`src/sv/crd_pkg.sv`:
```
package crd_pkg;

   // grid geometry
   localparam int MAX_SIDE = 1024;
   localparam int CNT_W    = $clog2(MAX_SIDE);
   localparam int SIDE_W   = CNT_W + 1;

   // field widths
   localparam int CLR_W    = 16;
   localparam int ENTRY_W  = 2 * CLR_W;
   localparam int GRID_W   = 11;
   localparam int CELL_W   = 24;
   localparam int COORD_W  = 32;
   localparam int IDX_W    = 10;

   // register file
   localparam int ADDR_W   = 5;
   localparam int DATA_W   = 32;
   localparam int REG_IX_W = 3;

   localparam logic [REG_IX_W-1:0] REG_GRID_SIZE     = 3'd0;
   localparam logic [REG_IX_W-1:0] REG_MIN_CLEARANCE = 3'd1;
   localparam logic [REG_IX_W-1:0] REG_ORIGIN_X      = 3'd2;
   localparam logic [REG_IX_W-1:0] REG_ORIGIN_Y      = 3'd3;
   localparam logic [REG_IX_W-1:0] REG_CELL_SIZE     = 3'd4;

   localparam logic [GRID_W-1:0] GRID_SIZE_RESET = GRID_W'(1024);
   localparam logic [CELL_W-1:0] CELL_SIZE_RESET = CELL_W'(65536);

   // line store write port, entry holds {older, newer}
   typedef struct packed {
      logic               en;
      logic [CNT_W-1:0]   addr;
      logic [ENTRY_W-1:0] data;
   } line_wr_type;

   // ridge cell handed to the coordinate pipeline
   typedef struct packed {
      logic [IDX_W-1:0] col;
      logic [IDX_W-1:0] row;
   } point_req_type;

endpackage

```
`src/sv/crd_point_calc.sv`:
```
module crd_point_calc (
   input  logic                                clock,
   input  logic                                reset,
   input  logic                                pt_valid,
   input  crd_pkg::point_req_type              pt_req,
   output logic                                pt_ready,
   input  logic [crd_pkg::CELL_W-1:0]          cell_size,
   input  logic signed [crd_pkg::COORD_W-1:0]  corner_x,
   input  logic signed [crd_pkg::COORD_W-1:0]  corner_y,
   output logic                                rsp_valid,
   input  logic                                rsp_stall,
   output logic signed [crd_pkg::COORD_W-1:0]  rsp_point_x,
   output logic signed [crd_pkg::COORD_W-1:0]  rsp_point_y,
   output logic [crd_pkg::IDX_W-1:0]           rsp_cell_col,
   output logic [crd_pkg::IDX_W-1:0]           rsp_cell_row
);

   localparam int PROD_W = crd_pkg::IDX_W + 1 + crd_pkg::CELL_W;
   localparam int SUM_W  = PROD_W + 2;

   function automatic logic [crd_pkg::COORD_W-1:0] sat_centre(
      input logic [crd_pkg::COORD_W-1:0] origin,
      input logic [PROD_W-1:0]           prod
   );
      logic [PROD_W:0]  rounded;
      logic [SUM_W-1:0] sum;
      logic [crd_pkg::COORD_W-1:0] res;
      rounded = {1'b0, prod} + (PROD_W+1)'(1);
      sum = {{(SUM_W-crd_pkg::COORD_W){origin[crd_pkg::COORD_W-1]}}, origin}
          + {2'b00, rounded[PROD_W:1]};
      if (!sum[SUM_W-1] && (sum[SUM_W-2:crd_pkg::COORD_W-1] != '0)) begin
         res = {1'b0, {(crd_pkg::COORD_W-1){1'b1}}};
      end else if (sum[SUM_W-1] && !(&sum[SUM_W-2:crd_pkg::COORD_W-1])) begin
         res = {1'b1, {(crd_pkg::COORD_W-1){1'b0}}};
      end else begin
         res = sum[crd_pkg::COORD_W-1:0];
      end
      return res;
   endfunction

   logic              a_valid_ff;
   logic [PROD_W-1:0] a_prod_x_ff;
   logic [PROD_W-1:0] a_prod_y_ff;
   crd_pkg::point_req_type a_req_ff;
   logic              a_go;
   logic              b_valid_ff;

   assign a_go     = !b_valid_ff || !rsp_stall;
   assign pt_ready = !a_valid_ff || a_go;

   // stage a: (2*index + 1) * cell_size
   always_ff @(posedge clock) begin
      if (reset) begin
         a_valid_ff <= 1'b0;
      end else if (pt_ready) begin
         a_valid_ff <= pt_valid;
      end
   end

   always_ff @(posedge clock) begin
      if (pt_ready && pt_valid) begin
         a_prod_x_ff <= PROD_W'({pt_req.col, 1'b1}) * PROD_W'(cell_size);
         a_prod_y_ff <= PROD_W'({pt_req.row, 1'b1}) * PROD_W'(cell_size);
         a_req_ff    <= pt_req;
      end
   end

   // stage b: round, add origin, saturate
   always_ff @(posedge clock) begin
      if (reset) begin
         b_valid_ff <= 1'b0;
      end else if (a_go) begin
         b_valid_ff <= a_valid_ff;
      end
   end

   always_ff @(posedge clock) begin
      if (a_go && a_valid_ff) begin
         rsp_point_x  <= sat_centre(corner_x, a_prod_x_ff);
         rsp_point_y  <= sat_centre(corner_y, a_prod_y_ff);
         rsp_cell_col <= a_req_ff.col;
         rsp_cell_row <= a_req_ff.row;
      end
   end

   assign rsp_valid = b_valid_ff;

endmodule

```
`config.mk`:
```
export PLATFORM = sky130hd
export DESIGN_NAME = crd_point_calc
export DESIGN_NICKNAME = d
export VERILOG_FILES = /design/src/sv/crd_pkg.sv /design/src/sv/crd_point_calc.sv
export SDC_FILE = /design/constraint.sdc
export NUM_CORES = 2
export LEC_CHECK = 0
export BUFFER_PORTS_ARGS = -buffer_cell sky130_fd_sc_hd__buf_2
export CELL_PAD_IN_SITES_DETAIL_PLACEMENT = 1
export CELL_PAD_IN_SITES_GLOBAL_PLACEMENT = 1
export CORE_AREA = 2 2 236 238
export CTS_BUF_LIST = sky130_fd_sc_hd__clkbuf_4
export DETAILED_ROUTE_END_ITERATION = 10
export DIE_AREA = 0 0 238 240
export PLACE_DENSITY_LB_ADDON = 0.1
export SLEW_MARGIN = 10
export SYNTH_ARGS = -nofsm -noshare
export SYNTH_HDL_FRONTEND = slang
export SYNTH_SLANG_ARGS = --single-unit
```
`constraint.sdc`:
```
create_clock -name clock -period 10.25 [get_ports clock]
set_clock_uncertainty 0.1 [all_clocks]
set_input_delay 1.025 -clock clock [delete_from_list [all_inputs] [get_ports clock]]
set_output_delay 1.025 -clock clock [all_outputs]
set_load 0.1 [all_outputs]
```
==> results.cfg <==
[worst_setup_path]
cp.required_ns = 10.65
slowest_delay_ns = 0.60
crit_type = in2reg
cp-end-kind = register
path_delay_family = adder cells
worstPathBufferInverterCount = 4
path_max_fanout = 25
crit_slowest_cell = fa_1
crit_start = pt_req[14]
worstPathCellList = buf_2, nand2_1, fa_1, inv_1, fa_1, fa_1, fa_1, inv_1, fa_1, inv_1, ha_1, and3_1, o211ai_1, o21ai_0, o31ai_1, a31oi_1, a211oi_1, or3_1, mux2i_1, a2111o_1
start_kind = input pin
cp.arrival_ns = 7.62
reg2reg_from = a_prod_x_ff[0]
crit_path_frequent_cell = fa_1

[global_routing]
grt_overflow = 0
antenna_found_initial = 4
track_usage = 0.259
grt_max_degree = 46
grt_pass1_wl_um = 117000
grt_pass1_vias = 22867

[route]
vias_per_cell = 5.52
routed_wl_um = 71000
first_pass_iters = 7
num_vias = 20550
postRouteAntennaNets = 0
drtIter0Drc = 945
wl_per_cell_um = 19.1
drc_errors = 0

[cts]
root_buffer = clkbuf_4
insertion_delay_ns = 0.74
clk_path_buf_depth = 2
postCtsSetupBuffers = 0
htreeDepth = 4
cts_buffers = 17
cts_sinks = 175
holdBufCountCts = 0
path_clk_slew_ns = 0.17
cts_tree = built
cts_resized = 0

[yosys]
synthXorXnorAreaFrac = 0.0598
syn_inst = 2904
yosys.area_share.adder = 0.396
synth_top_area_frac = 0.294
synth.most_common_cell = inv_1
synth.area.top_cells = fa_1, edfxtp_1, ha_1, inv_1, nand2_1
synth_compound_area_frac = 0.105
syn_area_sq_um = 27000
yosysUniqueCellTypes = 74
muxShareOfSynthArea = 0.00190
ys.flop_type = edfxtp_1
synth-async-reset-ratio = 0
synth_commonest_cells = inv_1, nand2_1, fa_1
synth-warning-count = 0
seq_area_frac_synth = 0.194
synth_enable_flop_cells = 173
synth-simple-area-share = 0.159
syn_area_per_cell_sq_um = 9.29
synth.largest_area_cell = fa_1
synth_top_family_by_area = adder cells
synth_nets = 3632
synth_seq_cells = 175

[timing]
finalSetupViolCount = 0
tightest_slew_ns = 0.698
fmax_mhz = 139
rsz0062_at_grt = no
hold_viol_final = 0
slew_headroom = 0.530
finalCritPeriodShare = 0.704
tns_ns = 0
period_minus_slack_ns = 7.22
final_max_slew_viol_count = 0

[worst_hold_path]
hp-class = reg2reg
min_from = a_req_ff[7]

[placement]
dpl_cell_area_sq_um = 28400
dpl.cell_count = 3691
port_buffers = 197
post-dp-hpwl_um = 55800
gp_congestion = 0.856

[floorplan]
initial_core_util = 0.493
die_width_um = 238
io_pins = 198
dieArea_sq_um = 57100
rows = 86
core_sq_um = 54700
die_y_um = 240

[power]
fin_total_pwr_mw = 9.69
p_seq_frac = 0.155
combPwrFrac = 0.797
power.leakage_nw = 13.9
sw_frac_of_total = 0.518
power_density_nw_per_um2 = 337
ir_drop_v = 0.000254
clkPwrFrac = 0.048
switchingPower_mw = 5.02
p_int_mw = 4.67

[layout]
design_area_sq_um = 28700
areaGrowthSynthToFinish_pct = 6.45
drive_above_1_share = 0.0865
fin_cells = 3724
fillCellCount = 6351
final_nets = 3734

[outcome]
outcome = completed

[run]
cap_violations = 0
[registers in the layout, indices dropped and copies added, names as in the netlist]
register and flops:
rsp_valid 1, rsp_point_y 32, rsp_cell_col 10, a_valid_ff 1
a_req_ff 20, rsp_point_x 32, rsp_cell_row 10, a_prod_y_ff 34
a_prod_x_ff 35
[power by group through the flow]
stage	registers (mW)	clock network [mW]	logic [mW]
2_1_floorplan	1.89	0	5.66
3_3_place_gp	1.51	0	7.40
3_5_place_dp	1.52	0	7.73
4_1_cts	1.51	0.482	7.78
5_1_grt	1.53	0.499	8.71
6_report	1.51	0.465	7.72
[layout make-up]
| cell class | instances | area, sq um | area share |
|---|---|---|---|
| Multi-Input combinational cell | 2132 | 19500 | 0.678 |
| Sequential cell | 175 | 5240 | 0.182 |
| Inverter | 476 | 1790 | 0.0622 |
| Timing Repair Buffer | 204 | 1040 | 0.0362 |
| Tap cell | 704 | 881 | 0.0307 |
| Clock buffer | 19 | 143 | 0.00497 |
| Clock inverter | 12 | 143 | 0.00497 |
| Antenna cell | 2 | 5.00 | 0.000174 |
[per-layer routing]
metal / GRT usage / part of all wire / vias to the layer above
li1: - / - / 9538
met1: 0.337 / 0.44 / 10620
met2: 0.462 / 0.51 / 318
met4: 0.0667 / 0.018 / 4
met5: 0 / 0.00038 / -
met3: 0.0294 / 0.029 / 70
[metrics by stage]
step | util | hold slack, ns | setup WS [ns]
floorplan | - | 0.300 | 2.37
global placement | 0.520 | 0.301 | 2.68
detailed placement | 0.520 | 0.306 | 2.38
CTS | 0.525 | 0.242 | 3.22
global route | 0.525 | 0.279 | 2.80
finish | 0.525 | 0.312 | 3.03
[kinds of logic (layout without fill, tap and decap cells)]
logic type	after synthesis	in the layout
and+or+nand+nor	892	892
adders and majority gates	616	616
buffers and inverters	597	711
AOI/OAI and AO/OA	435	435
xor gates and xnor gates	184	184
DFF	175	175
muxes	5	5
other	0	2
[cells in the final DEF, fill, tap and decap left out, drive strengths merged, types with 19 or more instances in the layout]
master and instances:
a21o 70, a21oi 116, and2 191, and3 37, buf 204, clkbuf 19
edfxtp 173, fa 396, ha 220, inv 478, nand2 406, nand3 51
nand4 22, nor2 97, nor3 21, o21ai 110, xnor2 118, xor2 66
[worst paths after layout]
kind	to	slack [ns]	cells past startpoint
setup reg to reg	rsp_point_y[30]	4.19	21
hold reg to reg	rsp_cell_row[7]	0.31	0
setup / recovery	a_prod_x_ff[34]	3.03	20
hold / removal	rsp_cell_row[7]	0.31	0
No activity file was read; power rests on OpenSTA's default activity.
